File: config.mk
export PLATFORM = sky130hd
export DESIGN_NAME = delta_patch_stream_parser_core
export DESIGN_NICKNAME = d
export VERILOG_FILES = /design/src/sv/dpsp_pkg.sv /design/src/sv/dpsp_apb_regs.sv /design/src/sv/dpsp_parser.sv /design/src/sv/delta_patch_stream_parser_core.sv
export SDC_FILE = /design/constraint.sdc
export NUM_CORES = 1
export LEC_CHECK = 0
export BUFFER_PORTS_ARGS = -buffer_cell sky130_fd_sc_hd__buf_2
export CAP_MARGIN = 20
export CORE_MARGIN = 1.5
export CORE_UTILIZATION = 50
export CTS_CLUSTER_SIZE = 20
export DETAILED_ROUTE_END_ITERATION = 6
export PLACE_DENSITY = 0.74
export SLEW_MARGIN = 20
export SYNTH_ARGS = -nofsm -noshare
export SYNTH_HDL_FRONTEND = slang
export SYNTH_HIERARCHICAL = 1
export SYNTH_SLANG_ARGS = --single-unit
File: constraint.sdc
create_clock -name clk -period 8.28 [get_ports clk]
set_input_delay 0.414 -clock clk [delete_from_list [all_inputs] [get_ports clk]]
set_output_delay 0.414 -clock clk [all_outputs]
set_load 0.02 [all_outputs]
File: src/sv/dpsp_pkg.sv
// shared types and constants for the delta patch stream parser
package dpsp_pkg;

	localparam int SCRATCH_BYTES_DEF = 4096;
	localparam int LEN_W = 14;
	localparam int OFF_W = 23;
	localparam int ADDR_W = 32;
	localparam int PADDR_W = 3;

	localparam logic [7:0] OP_COPY = 8'h80;
	localparam logic [7:0] OP_LONG = 8'h40;
	localparam logic [5:0] LEN_HI_MASK = 6'h3f;
	localparam logic [6:0] ADDR_HI_MASK = 7'h7f;
	localparam logic [7:0] SRC_STORE = 8'h80;

	// register index as seen in paddr[2]
	localparam logic REG_IMAGE_BASE = 1'b0;

	typedef enum logic [1:0] {
		KIND_RAW   = 2'd0,
		KIND_STORE = 2'd1,
		KIND_FLASH = 2'd2
	} kind_t;

	typedef enum logic [1:0] {
		PH_COMMAND = 2'd0,
		PH_PARAMS  = 2'd1,
		PH_RAW     = 2'd2
	} phase_t;

	typedef struct packed {
		logic              has_result;
		kind_t             kind;
		logic [7:0]        data_byte;
		logic [ADDR_W-1:0] source_address;
		logic [LEN_W-1:0]  copy_length;
		logic              overflow;
	} result_t;

endpackage

File: src/sv/dpsp_apb_regs.sv
// configuration register file behind the apb port
module dpsp_apb_regs import dpsp_pkg::*; (
	input  logic               clk,
	input  logic               arst_n,
	input  logic               psel,
	input  logic               penable,
	input  logic               pwrite,
	input  logic [PADDR_W-1:0] paddr,
	input  logic [31:0]        pwdata,
	output logic [31:0]        prdata,
	output logic               pready,
	output logic [ADDR_W-1:0]  image_base
);

	logic [ADDR_W-1:0] image_base_q;
	logic              sel_base;

	// low address bits are ignored; only paddr[2] selects the register
	assign sel_base = (paddr[2] == REG_IMAGE_BASE) && (paddr[1:0] == 2'b00 || 1'b1);

	always_ff @(posedge clk or negedge arst_n) begin
		if (!arst_n) begin
			image_base_q <= '0;
		end else if (psel && penable && pwrite && sel_base) begin
			image_base_q <= pwdata;
		end
	end

	assign pready = 1'b1;
	assign prdata = sel_base ? image_base_q : 32'h0;
	assign image_base = image_base_q;

endmodule

File: src/sv/dpsp_parser.sv
// command state and per-byte decode of the patch stream
module dpsp_parser import dpsp_pkg::*; #(
	parameter int SCRATCH_BYTES = SCRATCH_BYTES_DEF,
	parameter int POS_W = $clog2(SCRATCH_BYTES + 1)
) (
	input  logic              clk,
	input  logic              arst_n,
	input  logic              step,
	input  logic              func,
	input  logic [7:0]        data,
	input  logic [ADDR_W-1:0] image_base,
	output result_t           res,
	output logic [POS_W-1:0]  res_dest
);

	localparam int SUM_W = ((POS_W > LEN_W) ? POS_W : LEN_W) + 1;
	localparam logic [POS_W-1:0] POS_END = POS_W'(SCRATCH_BYTES);
	localparam logic [SUM_W-1:0] SUM_END = SUM_W'(SCRATCH_BYTES);

	phase_t            phase_q, phase_d;
	logic [7:0]        cmd_q [4];
	logic [2:0]        coll_q, coll_d;
	logic [2:0]        exp_q, exp_d;
	logic [LEN_W-1:0]  raw_cnt_q, raw_cnt_d;
	logic [POS_W-1:0]  wpos_q, wpos_d;

	logic              is_long;
	logic [LEN_W-1:0]  cmd_len;
	logic [2:0]        coll_inc;
	logic [LEN_W-1:0]  raw_inc;
	logic [7:0]        addr_hi, addr_mid;
	logic [OFF_W-1:0]  offset;
	logic              from_store;
	logic [SUM_W-1:0]  copy_end;
	logic              copy_ovf;

	assign is_long  = (cmd_q[0] & OP_LONG) != 8'h0;
	assign cmd_len  = is_long ? {cmd_q[0][5:0] & LEN_HI_MASK, cmd_q[1]}
	                          : {8'h0, cmd_q[0][5:0] & LEN_HI_MASK};
	assign coll_inc = coll_q + 3'd1;
	assign raw_inc  = raw_cnt_q + LEN_W'(1);

	// the last address byte is the one arriving now
	assign addr_hi    = is_long ? cmd_q[2] : cmd_q[1];
	assign addr_mid   = is_long ? cmd_q[3] : cmd_q[2];
	assign offset     = {addr_hi[6:0] & ADDR_HI_MASK, addr_mid, data};
	assign from_store = (addr_hi & SRC_STORE) != 8'h0;
	assign copy_end   = SUM_W'(wpos_q) + SUM_W'(cmd_len);
	assign copy_ovf   = copy_end > SUM_END;

	always_comb begin
		phase_d   = phase_q;
		coll_d    = coll_q;
		exp_d     = exp_q;
		raw_cnt_d = raw_cnt_q;
		wpos_d    = wpos_q;
		res       = '0;
		res.kind  = KIND_RAW;
		res_dest  = wpos_q;
		if (func) begin
			wpos_d = '0;
		end else begin
			case (phase_q)
				PH_PARAMS: begin
					coll_d = coll_inc;
					if (coll_inc >= exp_q) begin
						if ((cmd_q[0] & OP_COPY) == 8'h0) begin
							phase_d   = PH_RAW;
							raw_cnt_d = '0;
						end else begin
							phase_d            = PH_COMMAND;
							res.has_result     = 1'b1;
							res.kind           = from_store ? KIND_STORE : KIND_FLASH;
							res.source_address = from_store ? ADDR_W'(offset)
							                                : image_base + ADDR_W'(offset);
							res.copy_length    = cmd_len;
							res.overflow       = copy_ovf;
							wpos_d = copy_ovf ? POS_END : copy_end[POS_W-1:0];
						end
					end
				end
				PH_RAW: begin
					res.has_result  = 1'b1;
					res.data_byte   = data;
					res.copy_length = LEN_W'(1);
					if (wpos_q < POS_END) begin
						wpos_d = wpos_q + POS_W'(1);
					end else begin
						wpos_d       = POS_END;
						res_dest     = POS_END;
						res.overflow = 1'b1;
					end
					raw_cnt_d = raw_inc;
					if (raw_inc >= cmd_len) begin
						phase_d = PH_COMMAND;
					end
				end
				default: begin
					coll_d = 3'd1;
					exp_d  = 3'd1 + (((data & OP_COPY) != 8'h0) ? 3'd3 : 3'd0)
					              + (((data & OP_LONG) != 8'h0) ? 3'd1 : 3'd0);
					if ((data & (OP_COPY | OP_LONG)) != 8'h0) begin
						phase_d = PH_PARAMS;
					end else begin
						phase_d   = PH_RAW;
						raw_cnt_d = '0;
					end
				end
			endcase
		end
	end

	always_ff @(posedge clk or negedge arst_n) begin
		if (!arst_n) begin
			phase_q   <= PH_COMMAND;
			coll_q    <= '0;
			exp_q     <= '0;
			raw_cnt_q <= '0;
			wpos_q    <= '0;
		end else if (step) begin
			phase_q   <= phase_d;
			coll_q    <= coll_d;
			exp_q     <= exp_d;
			raw_cnt_q <= raw_cnt_d;
			wpos_q    <= wpos_d;
		end
	end

	// command bytes hold no reset value
	always_ff @(posedge clk) begin
		if (step && !func) begin
			if (phase_q == PH_PARAMS) begin
				if (coll_q < 3'd4) begin
					cmd_q[coll_q[1:0]] <= data;
				end
			end else if (phase_q != PH_RAW) begin
				cmd_q[0] <= data;
			end
		end
	end

endmodule

File: src/sv/delta_patch_stream_parser_core.sv
// delta patch stream parser: input register, byte decode, result register
// a taken byte is held in the input register, then its result is registered in the output register
// throughput: one transaction per cycle on each side while result_stall is low; decode is one pass of short logic
// a stalled result holds the pipe, input is still taken while the input register is free
// reset: arst_n clears the parse state, write position, image_base and both valid flags
module delta_patch_stream_parser_core import dpsp_pkg::*; #(
	parameter int SCRATCH_BYTES = SCRATCH_BYTES_DEF,
	parameter int POS_W = $clog2(SCRATCH_BYTES + 1)
) (
	input  logic               clk,
	input  logic               arst_n,
	input  logic               psel,
	input  logic               penable,
	input  logic               pwrite,
	input  logic [PADDR_W-1:0] paddr,
	input  logic [31:0]        pwdata,
	output logic [31:0]        prdata,
	output logic               pready,
	input  logic               item_valid,
	output logic               item_stall,
	input  logic               func,
	input  logic [7:0]         data,
	output logic               result_valid,
	input  logic               result_stall,
	output logic [1:0]         kind,
	output logic [POS_W-1:0]   dest_offset,
	output logic [7:0]         data_byte,
	output logic [ADDR_W-1:0]  source_address,
	output logic [LEN_W-1:0]   copy_length,
	output logic               overflow
);

	logic [ADDR_W-1:0] image_base;
	logic              valid_s1;
	logic              func_s1;
	logic [7:0]        data_s1;
	logic              valid_s2;
	result_t           res_s2;
	logic [POS_W-1:0]  dest_s2;
	result_t           res;
	logic [POS_W-1:0]  res_dest;
	logic              advance;
	logic              take;

	dpsp_apb_regs u_regs (
		.clk        (clk),
		.arst_n     (arst_n),
		.psel       (psel),
		.penable    (penable),
		.pwrite     (pwrite),
		.paddr      (paddr),
		.pwdata     (pwdata),
		.prdata     (prdata),
		.pready     (pready),
		.image_base (image_base)
	);

	dpsp_parser #(
		.SCRATCH_BYTES (SCRATCH_BYTES),
		.POS_W         (POS_W)
	) u_parser (
		.clk        (clk),
		.arst_n     (arst_n),
		.step       (valid_s1 && advance),
		.func       (func_s1),
		.data       (data_s1),
		.image_base (image_base),
		.res        (res),
		.res_dest   (res_dest)
	);

	assign advance    = !valid_s2 || !result_stall;
	assign item_stall = valid_s1 && !advance;
	assign take       = item_valid && !item_stall;

	always_ff @(posedge clk or negedge arst_n) begin
		if (!arst_n) begin
			valid_s1 <= 1'b0;
			valid_s2 <= 1'b0;
		end else begin
			if (!valid_s1 || advance) begin
				valid_s1 <= take;
			end
			if (advance) begin
				valid_s2 <= valid_s1 && res.has_result;
			end
		end
	end

	always_ff @(posedge clk) begin
		if (take) begin
			func_s1 <= func;
			data_s1 <= data;
		end
		if (advance && valid_s1) begin
			res_s2  <= res;
			dest_s2 <= res_dest;
		end
	end

	assign result_valid   = valid_s2;
	assign kind           = res_s2.kind;
	assign dest_offset    = dest_s2;
	assign data_byte      = res_s2.data_byte;
	assign source_address = res_s2.source_address;
	assign copy_length    = res_s2.copy_length;
	assign overflow       = res_s2.overflow;

endmodule
==> results of run 1 <==
## kinds of logic after synthesis
kind of cell	after synthesis
compound gates	216
xor+xnor	52
other cells	1
fa+ha+maj	57
mux	58
buf+inv	70
simple gates	293
flops	180
## flip-flops by register name (all words and copies together), names as in the netlist, 2 cells and up
register and flops:
u_parser/coll_q 3, data_byte 8, copy_length 14, u_parser/raw_cnt_q 14, u_parser/phase_q 2, data_s1 8
u_parser/exp_q 3, u_parser/cmd_q 32, u_parser/wpos_q 13, source_address 32, u_regs/image_base 32, dest_offset 13
kind 2
## metrics by stage
stage	setup slack [ns]	hold slack, ns	utilization (%)	power (W)	instance area (um^2)
finish	3.14	0.156	58.6	0.00319	11800
global route	2.77	0.133	58.6	0.00339	11800
CTS	3.14	0.141	58.5	0.00321	11800
detailed placement	3.20	0.475	55.6	0.00239	11200
global placement	3.28	0.467	55.6	0.00236	11200
floorplan	0.473	0.118	-	0.00210	10200
## where the power goes
part           leakage [nW]  total [W]  switching, W  internal, W
registers              1.98    0.00127      0.000137      0.00113
clock network         0.290   0.000804      0.000328     0.000476
logic                  3.02    0.00112      0.000671     0.000452
total                  5.29    0.00319       0.00114      0.00206
## worst max-delay path: stages, from the launching register on
cell,delay [ns]
edfxtp_1,0.86
buf_4,0.41
mux2_2,0.42
ha_1,0.23
fa_1,0.43
a211oi_2,0.28
o21bai_1,0.14
a221oi_2,0.27
o31ai_2,0.13
o211a_1,0.24
a211oi_2,0.25
xnor2_1,0.12
a221oi_2,0.85
a221oi_1,0.18
## cell usage after synthesis, drive strengths merged, types with 4 or more instances
cell	n	area, um^2
or2	4	25.0
nand2b	10	62.6
o21a	9	67.6
mux2i	8	80.1
clkbuf	24	90.1
xor2	22	193
nand2	67	254
a22o	11	96.3
inv	34	128
and3	11	68.8
nand3b	4	30.0
and2	17	106
nand4b	4	50.1
ha	54	676
xnor2	30	263
nor2b	36	225
buf	12	86.3
edfxtp	111	3330
nor3b	4	30.0
nand4	5	31.3
o31ai	6	50.1
a31o	6	52.6
o22ai	4	25.0
o211ai	4	30.0
a21o	16	120
a31oi	11	68.8
nor2	79	297
o21bai	7	52.6
a211oi	16	130
nand3	27	140
dfrtp	69	1730
a211o	4	35.0
a21oi	55	279
o21ai	44	220
mux2	50	676
nor3	14	70.1
## per-layer routing
metal | up-vias | global-route usage, % | routed length (um)
met1 | 3655 | 30.2 | 10500
met3 | 33 | 4.86 | 1390
met4 | 0 | 7.47 | 515
met2 | 257 | 36.1 | 10900
li1 | 3692 | - | -
met5 | - | 0 | 0
## layout make-up
type                            instances  area share, %
Clock buffer                           24           4.16
Clock inverter                          8          0.847
Inverter                               34           1.08
Multi-Input combinational cell        677           41.4
Sequential cell                       180           42.8
Tap cell                              270           2.86
Timing Repair Buffer                  159           6.88
## final timing paths
kind	from	endpoint	slack, ns	cells after the start
max reg2reg	u_parser/cmd_q[0][6]	overflow	3.14	13
min	data[3]	data_s1[3]	0.16	1
max in group asynchronous	arst_n	u_parser/wpos_q[5]	7.47	2
min in group asynchronous	arst_n	valid_s1	0.21	2
min reg2reg	u_parser/exp_q[0]	u_parser/exp_q[0]	0.49	2
max	u_parser/cmd_q[0][6]	overflow	3.14	13
==> results.toml, run 1 <==
[run_status]
status = "finished, final reports clean"

[timing]
slew_viol_final = 0
rsz0062_at_grt = "false"
fin_skew_ns = 0.0109
fin_crit_sh_pct = 62.1
setup_tns_ns = 0
relSlewSlack_pct = 28.2
fmax_mhz = 195
hold_viol_final = 0
min_period_ns = 5.14
setup_viol_count_final = 0
tightest_slew_ns = 1.07

[route]
drt_pass1_iterations = 5
ant_nets = 0
vias_per_cell = 5.65
wire_per_inst_um = 17.2
wl_um = 23300
vias = 7637
drtIter0Drc = 446
drcViolationCount = 0

[setup_path]
endpoint_kind = "flip-flop"
crit_type = "flip-flop to flip-flop"
worst_ep_required_time_ns = 8.40
worstPathMaxFanout = 24
startpoint_type = "flip-flop"
arrival_ns = 5.26

[floorplanning]
die_w_um = 146
row_count = 52
core_um2 = 20200
die_h_um = 146
dieArea_um2 = 21300
boundaryPins = 156
initial_utilization_pct = 50.7

[synth]
synth_seq_cells = 180
syn_avg_cell_area_um2 = 11.0
ys.flop_type = "edfxtp_1"
synth_top_family_by_area = "simple AND/OR/NAND/NOR gates"
synth_compound_area_share_pct = 14.1
synth-xor-area-share_pct = 4.45
synth_edf_count = 111
synth-simple-area-share_pct = 14.4
syn_nets = 1034
yosys_warnings = 6
synth_mux_area_share_pct = 7.39
synth_cells = 927
syn_area_um2 = 10200
ys_types = 73
async_flop_share_pct = 38.3
seq_area_frac_synth_pct = 49.5
synth_fa_ha_area_share_pct = 7.10

[clocking]
post_cts_buffers = 0
insertion_delay_ns = 0.43
clock_path_buffers = 2
cts_resized = 0
clk_pin_slew_ns = 0.06
root_buffer = "clkbuf_16"
hold_buffers = 0
htreeDepth = 4
clock_sinks = 180
cts_tree = "yes"
cts_made_buffers = 17

[global_route]
track_usage_pct = 22.4
grt_pass1_wl_um = 37400
gr-total-overflow = 0
antenna_found_initial = 0
grt_pass1_vias = 7276
grt_max_degree = 75

[power]
p_leak_nw = 5.29
power_density_nw_per_um2 = 270
peakVddDrop_uv = 191

[finish]
multi_input_comb_area_um2 = 4890
final_common_cell = "buf_2"
antenna_cells = 0
layout.nets = 1176
register_area_um2 = 5060
final_cell_mix = "buf_2 (152), edfxtp_1 (111), nor2_1 (79)"
area_delta_synth_final_pct = 15.6
drive_above_1_share_pct = 23.6
fillCellCount = 1705
stdcell_count = 1352

[place]
dp_cells = 1319
dpl.hpwl_um = 16500
routabilityCongestion = 0.882
portBuffers = 152

[run]
maxCapViolations = 0

[hold_path]
hp-class = "input pin to flip-flop"
Note: power is estimated with default switching activity, not from simulation.
==> run 2: changes to the inputs <==
Settings changed: ABC_AREA set to 1, PLACE_DENSITY 0.74 to 0.71.
Clock period 8.28 ns to 5.05 ns, I/O delays scaled along.
==> results.toml, run 2 <==
[global_route]
gr-total-overflow = 0
grt_max_degree = 71
track_usage_pct = 24.4
grt_pass1_vias = 8546
grt_pass1_wl_um = 42600
antenna_found_initial = 0

[finish]
fillCellCount = 1904
antenna_cells = 0
register_area_um2 = 5060
area_delta_synth_final_pct = 15.2
final_cell_mix = "nand2_1 (362), inv_1 (177), buf_2 (152)"
multi_input_comb_area_um2 = 4910
final_common_cell = "nand2_1"
layout.nets = 1583
drive_above_1_share_pct = 16.5

[synth]
seq_area_frac_synth_pct = 46.6
synth.top_cells.by_count = "nand2_1 (362), inv_1 (177), nor2_1 (127)"
ys.flop_type = "edfxtp_1"
synth_top_area_share_pct = 30.7
synth_seq_cells = 180
yosysMostFrequentCell = "nand2_1"
synth_edf_count = 111
synth_top_family_by_area = "simple AND/OR/NAND/NOR gates"
ys_types = 48
syn_nets = 1429
synth-simple-area-share_pct = 26.8
synth_top_cell_by_area = "edfxtp_1"
syn_area_um2 = 10800
syn_avg_cell_area_um2 = 8.21
async_flop_share_pct = 38.3
synth_fa_ha_area_share_pct = 6.60
synth-xor-area-share_pct = 2.75
yosys_warnings = 6
synth_cells = 1322
synth.area.top_cells = "edfxtp_1 (31%), dfrtp_1 (16%), nand2_1 (13%)"
synth_compound_area_share_pct = 8.99
synth_mux_area_share_pct = 0

[floorplanning]
dieArea_um2 = 22600
boundaryPins = 156
die_w_um = 150
core_um2 = 21200
die_h_um = 150
initial_utilization_pct = 51.3
row_count = 53

[setup_path]
endpoint_kind = "flip-flop"
crit_type = "flip-flop to flip-flop"
r2r_cells = 15
startpoint_type = "flip-flop"
slowest_stage = "o21ai_0"
timing.rr.end = "overflow"
arrival_ns = 4.08
crit_chain = "clkinv_1 -> o21ai_0 -> ha_1 -> fa_1 -> or2_2 -> nor2_1 -> nand3_1 -> nor2_1 -> nand3_1 -> nor2_1 -> nand2_1 -> o21bai_4 -> nand2_1 -> nand2_1 -> o21ai_0"
cp_top_family = "simple AND/OR/NAND/NOR gates"
reg2reg_slack_ns = 1.13
cp_slowest_stage_delay_ns = 0.64
reg2reg_from = "u_parser/cmd_q[0][6]"
worstPathMaxFanout = 13
path_buf_inv = 1
worst_ep_required_time_ns = 5.22

[route]
vias = 9283
wl_um = 27000
wire_per_inst_um = 15.3
drcViolationCount = 0
ant_nets = 0
vias_per_cell = 5.26
drtIter0Drc = 716
drt_pass1_iterations = 5

[clocking]
cts_resized = 0
cts_tree = "yes"
hold_buffers = 9
insertion_delay_ns = 0.44
clock_sinks = 180
htreeDepth = 4
clock_path_buffers = 2
post_cts_buffers = 0
cts_made_buffers = 17
clk_pin_slew_ns = 0.08
root_buffer = "clkbuf_16"

[hold_path]
hp-class = "input pin to flip-flop"
min_to = "valid_s1"
whs_path_depth = 3
hold_start = "item_valid"

[timing]
hold_viol_final = 0
rsz0062_at_grt = "false"
fin_crit_sh_pct = 77.6
slew_viol_final = 0
setup_viol_count_final = 0
fmax_mhz = 255
relSlewSlack_pct = 34.2
tightest_slew_ns = 0.988
setup_slack_ns = 1.13
min_period_ns = 3.92
setup_tns_ns = 0
fin_skew_ns = 0.0119

[run]
maxCapViolations = 0

[power]
p_leak_nw = 6.28
power_density_nw_per_um2 = 457
peakVddDrop_uv = 216

[place]
routabilityCongestion = 0.890
dpl.hpwl_um = 20000
portBuffers = 152
place_ws_ns = 1.18

[run_status]
status = "finished, final reports clean"
## run 2: changes by cell type after synthesis, sizes merged, moves of 12 or more
cell    change
nand2     +317
inv       +148
a21o       -12
o21ai      +36
nor2       +52
a211oi     -16
nor2b      -36
and2       -16
xnor2      -17
nand3      +78
mux2       -50
## run 2: worst max path at each step
stage	start	to	slack, ns	depth (start not counted)
CTS	u_parser/cmd_q[0][6]	overflow	1.17	15
finish	u_parser/cmd_q[0][6]	overflow	1.13	15
floorplan	result_valid	u_parser/cmd_q[1][0]	0.87	7
global route	u_parser/cmd_q[0][6]	overflow	0.85	15
detailed placement	u_parser/cmd_q[0][6]	overflow	1.18	15
global placement	u_parser/cmd_q[0][6]	overflow	1.27	15
## run 2: kinds of logic (layout without fill, tap and decap cells)
kind of cell	Yosys count	after routing
DFF	180	180
buffers and inverters	218	385
adders and majority gates	56	56
xor gates and xnor gates	34	34
other	1	1
and+or+nand+nor	659	659
AOI/OAI and AO/OA	174	174
## run 2: power by group
group / leakage, nW / switching, W / total (W) / internal (W)
Clock: 0.276 / 0.000646 / 0.00131 / 0.000662
Sequential: 2.00 / 0.000252 / 0.00213 / 0.00188
Combinational: 4.01 / 0.00151 / 0.00227 / 0.000761
Total: 6.28 / 0.00241 / 0.00571 / 0.00330
## run 2: stage by stage
stage | cell area [um^2] | util [%] | hold WS (ns) | total power (W) | instances
after floorplan | 10900 | - | -0.0431 | 0.00381 | 1322
after global placement | 11800 | 55.9 | 0.432 | 0.00436 | 1723
after detailed placement | 11800 | 55.9 | 0.431 | 0.00441 | 1723
after CTS | 12500 | 59.0 | 0.00327 | 0.00573 | 1764
after global routing | 12500 | 59.1 | 0.0264 | 0.00612 | 1764
final | 12500 | 59.1 | 0.0150 | 0.00571 | 1764
## run 2: worst reg2reg max path: stages, from the launching register on
cell	delay [ns]
edfxtp_1	0.36
clkinv_1	0.25
o21ai_0	0.64
ha_1	0.34
fa_1	0.46
or2_2	0.29
nor2_1	0.11
nand3_1	0.08
nor2_1	0.12
nand3_1	0.08
nor2_1	0.11
nand2_1	0.09
o21bai_4	0.39
nand2_1	0.18
nand2_1	0.08
o21ai_0	0.07
## run 2: final cells by class
| cell class | instances | share of cell area (%) |
|---|---|---|
| Clock inverter | 15 | 1.24 |
| Timing Repair Buffer | 168 | 7.23 |
| Multi-Input combinational cell | 924 | 39.3 |
| Inverter | 185 | 5.56 |
| Clock buffer | 17 | 3.41 |
| Tap cell | 275 | 2.75 |
| Sequential cell | 180 | 40.5 |
## run 2: metal layers
layer	routed length [um]	track usage (%)	vias up
met1	11600	31.7	4298
met4	471	7.45	0
met2	13400	41.8	320
met5	0	0	-
met3	1550	3.85	35
li1	-	-	4630
